## src/hdl/scwin_pkg.sv

```systemverilog
// scwin_pkg: constants, widths and enum types of the sender congestion window.
// No dependencies; imported by scwin_ram users and the sender_congestion_window top.
`default_nettype none

package scwin_pkg;

   // Transfer limits
   localparam int unsigned MAX_PACKETS  = 1024;
   localparam int unsigned PACKET_BYTES = 1000;
   localparam int unsigned MAX_WINDOW   = 1024;
   localparam int unsigned THRESH_RESET = 16;

   // Field widths
   localparam int unsigned FILE_W  = 20;
   localparam int unsigned SEQ_W   = 11;
   localparam int unsigned WIN_W   = 11;
   localparam int unsigned THR_W   = 10;
   localparam int unsigned BYTES_W = 10;

   // Ack bitmap held as rows of bits in one RAM
   localparam int unsigned ACK_WORD_W = 32;
   localparam int unsigned ACK_ROWS   = MAX_PACKETS / ACK_WORD_W;
   localparam int unsigned ROW_W      = $clog2(ACK_ROWS);
   localparam int unsigned BIT_W      = $clog2(ACK_WORD_W);

   // Packet count by reciprocal multiply: floor(y/PACKET_BYTES) exact for y < 2**21
   localparam int unsigned     DIV_SHIFT = 31;
   localparam longint unsigned DIV_RECIP =
      ((64'd1 << DIV_SHIFT) + PACKET_BYTES - 1) / PACKET_BYTES;
   localparam int unsigned     RECIP_W   = $clog2(DIV_RECIP + 1);
   localparam int unsigned     PROD_W    = FILE_W + 1 + RECIP_W;
   localparam int unsigned     QUOT_W    = PROD_W - DIV_SHIFT;

   typedef enum logic [1:0] {
      CMD_SEND    = 2'd0,
      CMD_ACK     = 2'd1,
      CMD_TIMEOUT = 2'd2,
      CMD_END     = 2'd3
   } cmd_type;

   typedef enum logic [1:0] {
      ST_CLEAR,
      ST_IDLE,
      ST_EXEC,
      ST_SCAN
   } state_type;

endpackage

`default_nettype wire

```

## src/hdl/scwin_ram.sv

```systemverilog
// scwin_ram: generic single-write, single-read RAM with a registered read port.
// No dependencies.
`default_nettype none

module scwin_ram #(
   parameter int unsigned WIDTH = 32,
   parameter int unsigned DEPTH = 32
) (
   input  logic                     clock,
   input  logic                     wr_en,
   input  logic [$clog2(DEPTH)-1:0] wr_addr,
   input  logic [WIDTH-1:0]         wr_data,
   input  logic [$clog2(DEPTH)-1:0] rd_addr,
   output logic [WIDTH-1:0]         rd_data
);

   logic [WIDTH-1:0] mem [DEPTH];
   logic [WIDTH-1:0] rd_data_ff;

   always_ff @(posedge clock) begin
      if (wr_en) begin
         mem[wr_addr] <= wr_data;
      end
      rd_data_ff <= mem[rd_addr];
   end

   assign rd_data = rd_data_ff;

endmodule

`default_nettype wire

```

## src/hdl/sender_congestion_window.sv

```systemverilog
// sender_congestion_window: sequence and window control of a reliable datagram sender.
// Depends on scwin_pkg and scwin_ram (ack bitmap storage).
//
//   channel   handshake             payload
//   request   start / busy          req_cmd, req_ack_seq
//   response  rsp_valid (strobe)    rsp_send_valid .. rsp_all_acked
//   config    csr_wr_en             csr_wr_data (file_bytes)
//
// Steps: send, ack and timeout are accepted with a RAM read, then executed and
//   written back. End of round does the same and, when the round timed out, then
//   scans the ack bitmap: it is read one 32-bit row a cycle, up to 32 rows.
// Reset: a clearing pass zeroes the 32 bitmap rows with busy high;
//   config writes are taken during it.
// Stalls: the response cannot be held off; each item gives one rsp_valid pulse.
`default_nettype none

module sender_congestion_window (
   input  logic                          clock,
   input  logic                          reset,
   input  logic                          start,
   output logic                          busy,
   input  logic [1:0]                    req_cmd,
   input  logic [scwin_pkg::SEQ_W-1:0]   req_ack_seq,
   input  logic                          csr_wr_en,
   input  logic [scwin_pkg::FILE_W-1:0]  csr_wr_data,
   output logic                          rsp_valid,
   output logic                          rsp_send_valid,
   output logic [scwin_pkg::SEQ_W-1:0]   rsp_send_seq,
   output logic [scwin_pkg::BYTES_W-1:0] rsp_send_bytes,
   output logic [scwin_pkg::WIN_W-1:0]   rsp_window_size,
   output logic [scwin_pkg::THR_W-1:0]   rsp_slow_start_limit,
   output logic [scwin_pkg::SEQ_W-1:0]   rsp_resume_seq,
   output logic                          rsp_all_acked
);

   import scwin_pkg::*;

   // ---------------------------------------------------------------- config
   // Packet count worked out when file_bytes is written
   logic [FILE_W-1:0] file_bytes_ff;
   logic [SEQ_W-1:0]  pkt_count_ff;
   logic [FILE_W:0]   cnt_round_up;
   logic [PROD_W-1:0] cnt_prod;
   logic [QUOT_W-1:0] cnt_quot;
   logic [SEQ_W-1:0]  pkt_count_in;

   always_comb begin
      cnt_round_up = {1'b0, csr_wr_data} + (FILE_W+1)'(PACKET_BYTES - 1);
      cnt_prod     = PROD_W'(cnt_round_up) * PROD_W'(DIV_RECIP);
      cnt_quot     = cnt_prod[DIV_SHIFT +: QUOT_W];
      if (cnt_quot > QUOT_W'(MAX_PACKETS)) begin
         pkt_count_in = SEQ_W'(MAX_PACKETS);
      end else begin
         pkt_count_in = SEQ_W'(cnt_quot);
      end
   end

   always_ff @(posedge clock) begin
      if (reset) begin
         file_bytes_ff <= '0;
         pkt_count_ff  <= '0;
      end else if (csr_wr_en) begin
         file_bytes_ff <= csr_wr_data;
         pkt_count_ff  <= pkt_count_in;
      end
   end

   // ---------------------------------------------------------------- state
   state_type         state_ff, state_in;
   logic [SEQ_W-1:0]  next_seq_ff, next_seq_in;
   logic [WIN_W-1:0]  window_ff, window_in;
   logic [THR_W-1:0]  thresh_ff, thresh_in;
   logic [WIN_W-1:0]  sent_ff, sent_in;
   logic              timed_out_ff, timed_out_in;
   logic              finished_ff, finished_in;
   logic [ROW_W-1:0]  clr_row_ff, clr_row_in;
   logic [ROW_W-1:0]  scan_row_ff, scan_row_in;

   // item held for the execute cycle
   cmd_type           cmd_ff;
   logic [SEQ_W-1:0]  ack_seq_ff;
   logic [FILE_W:0]   offset_ff;

   // response registers
   logic              rsp_valid_ff, rsp_valid_in;
   logic              rsp_send_valid_ff, rsp_send_valid_in;
   logic [SEQ_W-1:0]  rsp_send_seq_ff, rsp_send_seq_in;
   logic [BYTES_W-1:0] rsp_send_bytes_ff, rsp_send_bytes_in;

   // RAM port
   logic                  ram_wr_en;
   logic [ROW_W-1:0]      ram_wr_addr;
   logic [ACK_WORD_W-1:0] ram_wr_data;
   logic [ROW_W-1:0]      ram_rd_addr;
   logic [ACK_WORD_W-1:0] ram_rd_data;

   logic              accept;
   logic [SEQ_W-1:0]  req_ack_idx;
   logic [SEQ_W-1:0]  ack_idx;
   logic              ack_in_range;
   logic [FILE_W:0]   remain;
   logic [WIN_W:0]    grown;
   logic [THR_W-1:0]  half;

   // scan of one bitmap row
   logic [ROW_W:0]        row_ext;
   logic [ROW_W:0]        full_rows;
   logic [ACK_WORD_W-1:0] row_mask;
   logic [ACK_WORD_W-1:0] row_zeros;
   logic [BIT_W-1:0]      first_bit;
   logic [SEQ_W-1:0]      row_end;

   assign accept      = start && !busy;
   assign busy        = (state_ff != ST_IDLE);
   assign req_ack_idx = req_ack_seq - SEQ_W'(1);
   assign ack_idx     = ack_seq_ff - SEQ_W'(1);
   assign ack_in_range = (ack_seq_ff != '0) && (ack_seq_ff <= pkt_count_ff);

   // first unacked bit of the row in flight, limited to the packet count
   always_comb begin
      row_ext   = {1'b0, scan_row_ff};
      full_rows = pkt_count_ff[SEQ_W-1:BIT_W];
      if (row_ext < full_rows) begin
         row_mask = '1;
      end else if (row_ext == full_rows) begin
         row_mask = (ACK_WORD_W'(1) << pkt_count_ff[BIT_W-1:0]) - ACK_WORD_W'(1);
      end else begin
         row_mask = '0;
      end
      row_zeros = ~ram_rd_data & row_mask;
      first_bit = '0;
      for (int j = ACK_WORD_W - 1; j >= 0; j--) begin
         if (row_zeros[j]) begin
            first_bit = BIT_W'(j);
         end
      end
      row_end = {row_ext + (ROW_W+1)'(1), {BIT_W{1'b0}}};
   end

   always_comb begin
      state_in          = state_ff;
      next_seq_in       = next_seq_ff;
      window_in         = window_ff;
      thresh_in         = thresh_ff;
      sent_in           = sent_ff;
      timed_out_in      = timed_out_ff;
      finished_in       = finished_ff;
      clr_row_in        = clr_row_ff;
      scan_row_in       = scan_row_ff;
      rsp_valid_in      = 1'b0;
      rsp_send_valid_in = 1'b0;
      rsp_send_seq_in   = '0;
      rsp_send_bytes_in = '0;
      ram_wr_en         = 1'b0;
      ram_wr_addr       = clr_row_ff;
      ram_wr_data       = '0;
      ram_rd_addr       = '0;
      remain            = '0;
      grown             = '0;
      half              = '0;

      unique case (state_ff)
         ST_CLEAR: begin
            ram_wr_en  = 1'b1;
            clr_row_in = clr_row_ff + ROW_W'(1);
            if (clr_row_ff == ROW_W'(ACK_ROWS - 1)) begin
               state_in = ST_IDLE;
            end
         end

         ST_IDLE: begin
            ram_rd_addr = req_ack_idx[BIT_W +: ROW_W];
            if (accept) begin
               state_in = ST_EXEC;
            end
         end

         ST_EXEC: begin
            state_in     = ST_IDLE;
            rsp_valid_in = 1'b1;
            if (!finished_ff) begin
               unique case (cmd_ff)
                  CMD_SEND: begin
                     if (sent_ff < window_ff && next_seq_ff <= pkt_count_ff) begin
                        if ({1'b0, file_bytes_ff} > offset_ff) begin
                           remain = {1'b0, file_bytes_ff} - offset_ff;
                        end
                        rsp_send_valid_in = 1'b1;
                        rsp_send_seq_in   = next_seq_ff;
                        if (remain < (FILE_W+1)'(PACKET_BYTES)) begin
                           rsp_send_bytes_in = remain[BYTES_W-1:0];
                        end else begin
                           rsp_send_bytes_in = BYTES_W'(PACKET_BYTES);
                        end
                        next_seq_in = next_seq_ff + SEQ_W'(1);
                        sent_in     = sent_ff + WIN_W'(1);
                     end
                  end
                  CMD_ACK: begin
                     if (ack_in_range) begin
                        ram_wr_en   = 1'b1;
                        ram_wr_addr = ack_idx[BIT_W +: ROW_W];
                        ram_wr_data = ram_rd_data
                                      | (ACK_WORD_W'(1) << ack_idx[BIT_W-1:0]);
                     end
                  end
                  CMD_TIMEOUT: begin
                     half = window_ff[WIN_W-1:1];
                     if (half == '0) begin
                        half = THR_W'(1);
                     end
                     thresh_in    = half;
                     timed_out_in = 1'b1;
                  end
                  CMD_END: begin
                     timed_out_in = 1'b0;
                     sent_in      = '0;
                     if (!timed_out_ff) begin
                        if (window_ff < {1'b0, thresh_ff}) begin
                           grown = {window_ff, 1'b0};
                        end else begin
                           grown = {1'b0, window_ff} + (WIN_W+1)'(1);
                        end
                        if (grown > (WIN_W+1)'(MAX_WINDOW)) begin
                           grown = (WIN_W+1)'(MAX_WINDOW);
                        end
                        window_in = grown[WIN_W-1:0];
                     end else if (pkt_count_ff == '0) begin
                        finished_in = 1'b1;
                     end else begin
                        // go-back-N: look for the first hole in the bitmap
                        rsp_valid_in = 1'b0;
                        state_in     = ST_SCAN;
                        scan_row_in  = '0;
                        ram_rd_addr  = '0;
                     end
                  end
                  default: begin
                  end
               endcase
            end
         end

         ST_SCAN: begin
            ram_rd_addr = scan_row_ff + ROW_W'(1);
            scan_row_in = scan_row_ff + ROW_W'(1);
            if (row_zeros != '0) begin
               next_seq_in  = SEQ_W'({scan_row_ff, first_bit}) + SEQ_W'(1);
               window_in    = WIN_W'(1);
               rsp_valid_in = 1'b1;
               state_in     = ST_IDLE;
            end else if (row_end >= pkt_count_ff) begin
               finished_in  = 1'b1;
               rsp_valid_in = 1'b1;
               state_in     = ST_IDLE;
            end
         end

         default: begin
            state_in = ST_IDLE;
         end
      endcase
   end

   always_ff @(posedge clock) begin
      if (reset) begin
         state_ff     <= ST_CLEAR;
         next_seq_ff  <= SEQ_W'(1);
         window_ff    <= WIN_W'(1);
         thresh_ff    <= THR_W'(THRESH_RESET);
         sent_ff      <= '0;
         timed_out_ff <= 1'b0;
         finished_ff  <= 1'b0;
         clr_row_ff   <= '0;
         scan_row_ff  <= '0;
         rsp_valid_ff <= 1'b0;
      end else begin
         state_ff     <= state_in;
         next_seq_ff  <= next_seq_in;
         window_ff    <= window_in;
         thresh_ff    <= thresh_in;
         sent_ff      <= sent_in;
         timed_out_ff <= timed_out_in;
         finished_ff  <= finished_in;
         clr_row_ff   <= clr_row_in;
         scan_row_ff  <= scan_row_in;
         rsp_valid_ff <= rsp_valid_in;
      end
   end

   // item capture and response payload
   always_ff @(posedge clock) begin
      if (accept) begin
         cmd_ff     <= cmd_type'(req_cmd);
         ack_seq_ff <= req_ack_seq;
         offset_ff  <= (FILE_W+1)'(next_seq_ff - SEQ_W'(1)) * (FILE_W+1)'(PACKET_BYTES);
      end
      if (rsp_valid_in) begin
         rsp_send_valid_ff <= rsp_send_valid_in;
         rsp_send_seq_ff   <= rsp_send_seq_in;
         rsp_send_bytes_ff <= rsp_send_bytes_in;
      end
   end

   scwin_ram #(
      .WIDTH (ACK_WORD_W),
      .DEPTH (ACK_ROWS)
   ) u_ack_ram (
      .clock   (clock),
      .wr_en   (ram_wr_en),
      .wr_addr (ram_wr_addr),
      .wr_data (ram_wr_data),
      .rd_addr (ram_rd_addr),
      .rd_data (ram_rd_data)
   );

   assign rsp_valid            = rsp_valid_ff;
   assign rsp_send_valid       = rsp_send_valid_ff;
   assign rsp_send_seq         = rsp_send_seq_ff;
   assign rsp_send_bytes       = rsp_send_bytes_ff;
   assign rsp_window_size      = window_ff;
   assign rsp_slow_start_limit = thresh_ff;
   assign rsp_resume_seq       = next_seq_ff;
   assign rsp_all_acked        = finished_ff;

   // ---------------------------------------------------------------- checks
   a_accept_busy: assert property (@(posedge clock) disable iff (reset)
      accept |=> busy)
      else $error("accepted item did not raise busy");

   a_single_pulse: assert property (@(posedge clock) disable iff (reset)
      rsp_valid |=> !rsp_valid)
      else $error("response strobe held for two cycles");

   a_send_payload: assert property (@(posedge clock) disable iff (reset)
      rsp_valid && rsp_send_valid |-> rsp_send_seq != '0 && rsp_send_bytes != '0)
      else $error("granted slot with empty sequence or length");

   a_done_sticky: assert property (@(posedge clock) disable iff (reset)
      finished_ff |=> finished_ff)
      else $error("transfer done flag dropped");

   a_window_nonzero: assert property (@(posedge clock) disable iff (reset)
      window_ff != '0 && thresh_ff != '0)
      else $error("window or threshold fell to zero");

endmodule

`default_nettype wire
```

## config.mk

```make
export PLATFORM = sky130hd
export DESIGN_NAME = sender_congestion_window
export DESIGN_NICKNAME = d
export VERILOG_FILES = /design/src/hdl/scwin_pkg.sv /design/src/hdl/scwin_ram.sv /design/src/hdl/sender_congestion_window.sv
export SDC_FILE = /design/constraint.sdc
export NUM_CORES = 2
export LEC_CHECK = 0
export BUFFER_PORTS_ARGS = -buffer_cell sky130_fd_sc_hd__buf_4
export CAP_MARGIN = 40
export CORE_ASPECT_RATIO = 0.9
export CORE_MARGIN = 2
export CORE_UTILIZATION = 35
export DETAILED_ROUTE_END_ITERATION = 8
export PLACE_DENSITY_LB_ADDON = 0.12
export SYNTH_ARGS = -nofsm -noshare
export SYNTH_HDL_FRONTEND = slang
export SYNTH_SLANG_ARGS = --single-unit
```

## constraint.sdc

```tcl
create_clock -name clock -period 15.7 [get_ports clock]
set_clock_uncertainty 0.15 [all_clocks]
set_input_delay 0.785 -clock clock [delete_from_list [all_inputs] [get_ports clock]]
set_output_delay 0.785 -clock clock [all_outputs]
set_load 0.1 [all_outputs]
```

# Yosys cells after proc, flatten, opt, wreduce, memory -nomap -nowiden
# Memory sizes are Yosys's and may differ from the RTL's. A register that Yosys moved wholly into a read port is not among the register bits.
# Index checks and enable logic that the tools add are counted.
[op_classes]
div_mod_pow = 0
reduce_logical = 24
n_shift = 2
n_bitwise = 8
mul = 2
n_eq_ne = 23
n_mux = 104
magnitude_cmp = 10
addsub = 13
[ops]
columns = ["op", "n"]
rows = [
  ["$mux 5", 40],
  ["$mux 32", 6],
  ["$mux 11", 11],
  ["$mux 21", 5],
  ["$pmux 11 s2", 3],
  ["$shl 1x5->32 const A", 2],
  ["$mux 12", 5],
  ["$mul 21x20->41 const B", 1],
  ["$and 32x32->32", 1],
  ["$not 32->32", 1],
  ["$or 32x32->32", 1],
  ["$reduce_bool 32->1", 1],
  ["$sub 32x2->32 const B", 1],
  ["$gt 12x11->1 const B", 2],
  ["$ne 2x2->1 const B", 12],
  ["$add 11x1->11 const B", 2],
  ["$le 11x11->1", 2],
  ["$add 20x10->21 const B", 1],
  ["$gt 20x21->1", 1],
  ["$lt 21x10->1 const B", 1],
  ["$mul 21x7->18 const B", 1],
  ["$sub 20x21->21", 1],
  ["$mux 10", 2],
  ["$pmux 5 s2", 2],
  ["other kinds (34)", 81],
]
[totals]
out_inout_bits = 57
ram_bits = 1024
reg_bits = 142
word_cells = 206
mem_bits_ro = 0
latchBits = 0
memories = 1
inputBits = 37
[memory_table]
columns = ["memory", "depth", "width", "read_ports", "rd_ports_with_merged_regs", "write_ports", "line", "rtl"]
rows = [
  ["u_ack_ram.mem", 32, 32, 1, 1, 1, "scwin_ram.sv:17", "logic [WIDTH-1:0] mem [DEPTH];"],
]

# Logic depth before layout (Yosys ltp)
[logic_depth]
depth_word = 40
ltp_mapped = 29
depth_no_buf = 29

# Cells and area by module
# A second synthesis with hierarchy kept.
[unflattened]
hier_cells = 4367
hier_area_um2 = 58787.6
[modules_own_cells]
columns = ["mod", "seq_area_each_um2", "area_each_um2", "instances", "cells_each"]
rows = [
  ["scwin_ram", 31390.1, 40491.3, 1, 2260],
  ["sender_congestion_window", 3373.2, 18296.3, 1, 2107],
]

# Least setup slack after synthesis
# OpenSTA, ideal clock, no wires.
[synth_timing]
kind = "input-to-reg"
start = "input port csr_wr_data[5] (netlist name)"
end = "register pkt_count_ff[9]"
stages = 27
n_path_buf = 0
setup_ns = 0.060
required_time_ns = 15.490
arrival_ns = 7.436
setup_slack_ns = 8.054
path_cell_list = "or4_1 > or3_1 > nor2b_1 > nand4_1 > inv_1 > nand3_1 > xnor2_1 > ha_1 > fa_1 > fa_1 > inv_1 > fa_1 > inv_1 > fa_1 > ha_1 > ha_1 > a21oi_1 > o21ai_0 > a211oi_1 > o21bai_1 > a21o_1 > a221oi_1 > o21ai_0 > a31o_2 > nor3_2 > o21ai_0 > nand2_1"
[synth_between]
elab_chain_cells = 4
[synth_lines]
columns = ["element", "line", "rtl"]
rows = [
  ["start, declared", "sender_congestion_window.sv:25", "input logic [scwin_pkg::FILE_W-1:0] csr_wr_data,"],
  ["$add 20x10->21 *", "sender_congestion_window.sv:48", "cnt_round_up = {1'b0, csr_wr_data} + (FILE_W+1)'(PACKET_BYTES - 1);"],
  ["$mul 21x20->41 *", "sender_congestion_window.sv:49", "cnt_prod = PROD_W'(cnt_round_up) * PROD_W'(DIV_RECIP);"],
  ["$gt 12x11->1", "sender_congestion_window.sv:51", "if (cnt_quot > QUOT_W'(MAX_PACKETS)) begin"],
  ["$mux 11 *", "sender_congestion_window.sv:51", ""],
  ["end signal, assigned", "sender_congestion_window.sv:64", "pkt_count_ff <= pkt_count_in;"],
  ["end, declared", "sender_congestion_window.sv:41", "logic [SEQ_W-1:0] pkt_count_ff;"],
]
# Every way passes the cells marked *; elsewhere a longest branch is shown, timed or not.
# A chain may end at the register's enable or synchronous reset.

# Final worst setup path
[layout_timing]
start = "input port csr_wr_data[0] (netlist name)"
end = "register pkt_count_ff[9]"
# Same word-level chain as after synthesis.

==> impl_metrics.env <==
export IMPL_status="complete, no violations"
export IMPL_fin_nets=4697
export IMPL_slew_violations=0
export IMPL_r2r_slack_ns=9.11
export IMPL_totalWireLength_um=167000
export IMPL_die_area_um2=169000
export IMPL_synth_top_cell_by_area="edfxtp_1"
export IMPL_cts_resized=0
export IMPL_hold_path_class="input pin to flip-flop"
export IMPL_place_hpwl_um=100000
export IMPL_vias_per_cell=5.31
export IMPL_die_y_um=391
export IMPL_start_util=0.353
export IMPL_cts_tree="built"
export IMPL_crit_top_cell="inv_1"
export IMPL_hp_start="req_ack_seq[4]"
export IMPL_path_class="input pin to flip-flop"
export IMPL_drcViolationCount=0
export IMPL_synth_ff_type="edfxtp_1"
export IMPL_finalSetupViolCount=0
export IMPL_htreeDepth=4
export IMPL_via_count=34800
export IMPL_pre_cts_ws_ns=6.69
export IMPL_insertion_delay_ns=0.77
export IMPL_p_total_uw=8440
export IMPL_maxCapViolations=0
export IMPL_fillCellCount=15200
export IMPL_ys_seq_area_frac=0.598
export IMPL_cts_root_buf="clkbuf_16"
export IMPL_synthDistinctLibCells=98
export IMPL_hold_buffers=1
export IMPL_min_path_cells=1
export IMPL_start_kind="input pin"
export IMPL_syn_to_final_growth_pct=15.2
export IMPL_row_count=141
export IMPL_core_um2=165000
export IMPL_ys_seq_elements=1198
export IMPL_first_iter_violations=3144
export IMPL_grt_pass1_vias=35100
export IMPL_io_buffers=93
export IMPL_r2r_start="rsp_resume_seq[0]"
export IMPL_crit_fanout=9
export IMPL_syn_area_um2=58200
export IMPL_multiInputGateArea_um2=22000
export IMPL_r2r_end="offset_ff[20]"
export IMPL_synth_fp_nets=4513
export IMPL_io_pins=94
export IMPL_synth_commonest_cells="1077 x edfxtp_1, 411 x nand2_1, 318 x inv_1"
export IMPL_drtAntennaViolNets=0
export IMPL_drive_above_1_share=0.177
export IMPL_end_kind="flip-flop"
export IMPL_p_per_area_nw_per_um2=126
export IMPL_ys_warn_count=0
export IMPL_p_leak_uw=0.0225
export IMPL_final_core_util=0.407
export IMPL_cpPeakStageDelay_ns=0.69
export IMPL_period_needed_ns=8.04
export IMPL_post_drt_wl_per_cell_um=25.4
export IMPL_die_w_um=434
export IMPL_worstPathRequired_ns=16.25
export IMPL_fin_crit_sh=0.512
export IMPL_grt_use_total=0.197
export IMPL_hold_viol=0
export IMPL_grt_max_degree=97
export IMPL_overflow=0
export IMPL_yosysMostFrequentCell="edfxtp_1"
export IMPL_hold_ws_ns=0.0586
export IMPL_setup_ws_ns=7.66
export IMPL_worst_slew_pin_slew_ns=0.972
export IMPL_syn_inst=4053
export IMPL_avgSynthCellArea_um2=14.3
export IMPL_holdPathEnd="ack_seq_ff[4]"
export IMPL_async_flop_share=0
export IMPL_post_cts_buffers=0
export IMPL_peakVddDrop_mv=0.125
export IMPL_maxSlewHeadroom=0.352
export IMPL_rsz0062_at_grt="false"
export IMPL_path_clk_slew_ns=0.06
export IMPL_netlist_area_leader_share=0.556
export IMPL_cts_buffers=130
export IMPL_fmax_mhz=124
export IMPL_drt_pre_antenna_iters=7
export IMPL_grt_pass1_wl_um=242000
export IMPL_register_area_um2=34800
export IMPL_setup_tns_ns=0
export IMPL_grt_antenna_before_repair=0
export IMPL_clockBufferDepth=3
export IMPL_synth_edf_count=1077
export IMPL_cp_slowest_cell="xor2_1"
export IMPL_synthTopCellsByArea="edfxtp_1 56%, mux4_2 9.9%, ha_1 6.3%"
export IMPL_arrival_ns=8.59
export IMPL_gp_congestion=0.826
export IMPL_ff2ff_path_depth=21
export IMPL_cts_sinks=1198
## critical path: cells and delay by family
family | cells | cell delay [ns]
AND/OR/NAND/NOR | 4 | 1.15
adder cells (fa/ha/maj) | 8 | 3.10
XOR/XNOR | 1 | 0.69
AO/OA/AOI/OAI | 10 | 2.30
buffers and inverters | 6 | 0.56
## area by class of cell
type | instances | area share
Antenna cell | 2 | 0.0000747
Clock buffer | 175 | 0.0532
Clock inverter | 57 | 0.00775
Inverter | 322 | 0.0180
Multi-Input combinational cell | 2355 | 0.328
Sequential cell | 1198 | 0.519
Tap cell | 2216 | 0.0414
Timing Repair Buffer | 230 | 0.0324
## worst max path at each step
stage / from / endpoint / slack (ns) / cells after the start
floorplan: csr_wr_data[5] / pkt_count_ff[9] / 8.05 / 27
global placement: csr_wr_data[0] / pkt_count_ff[9] / 6.64 / 26
detailed placement: csr_wr_data[0] / pkt_count_ff[9] / 6.69 / 29
CTS: csr_wr_data[0] / pkt_count_ff[9] / 7.49 / 29
global route: csr_wr_data[0] / pkt_count_ff[9] / 6.99 / 29
finish: csr_wr_data[0] / pkt_count_ff[9] / 7.66 / 29
## layout by cell type (no fill, tap or decap), types with 28 or more instances in the layout
| cell | netlist | routed |
|---|---|---|
| clkbuf_16 | 0 | 134 |
| dfxtp_1 | 121 | 121 |
| ha_1 | 292 | 292 |
| edfxtp_1 | 1077 | 1077 |
| fa_1 | 131 | 131 |
| nor3_1 | 37 | 37 |
| nand3_1 | 211 | 211 |
| xnor2_1 | 57 | 57 |
| and3_1 | 28 | 28 |
| xor2_1 | 34 | 34 |
| nor2_1 | 172 | 153 |
| o22ai_4 | 0 | 30 |
| a21oi_1 | 132 | 131 |
| buf_4 | 6 | 188 |
| inv_1 | 318 | 318 |
| mux2i_1 | 30 | 30 |
| o21ai_0 | 101 | 101 |
| a21o_1 | 28 | 28 |
| clkbuf_1 | 104 | 35 |
| a31oi_1 | 35 | 35 |
| mux4_2 | 256 | 256 |
| nand2_1 | 411 | 410 |
## logic make-up (layout without fill, tap and decap cells)
family / Yosys count / count (layout) / share of synthesized area
AO/OA/AOI/OAI: 520 / 520 / 0.0585
XOR/XNOR: 92 / 92 / 0.0140
adder cells (fa/ha/maj): 423 / 423 / 0.108
buffers and inverters: 500 / 784 / 0.0337
flip-flops: 1198 / 1198 / 0.598
multiplexers: 289 / 289 / 0.105
other: 0 / 2 / 0
AND/OR/NAND/NOR: 1031 / 1031 / 0.0832
## metrics by stage
step | std cells | instance area, um^2
final | 6555 | 67000
after global routing | 6553 | 67000
after global placement | 6278 | 62200
after detailed placement | 6320 | 62900
after CTS | 6553 | 67000
after floorplan | 4053 | 58200
## per-layer routing
metal | global-route usage | wire length [um] | vias to the layer above
li1 | - | - | 15700
met5 | 0 | 0 | -
met4 | 0.0507 | 3740 | 0
met1 | 0.278 | 75600 | 18000
met2 | 0.314 | 78300 | 921
met3 | 0.0323 | 9170 | 192
## registers in the layout (all words and copies together), names as in the netlist, 18 cells and up
signal / cells
file_bytes_ff: 20
u_ack_ram.mem: 1024
offset_ff: 18
u_ack_ram.rd_data: 32
## power by group
part           switching [uW]  internal [uW]
registers                68.4           3490
logic                    1120            779
clock network            1290           1690
No activity file was read; power rests on OpenSTA's default activity.
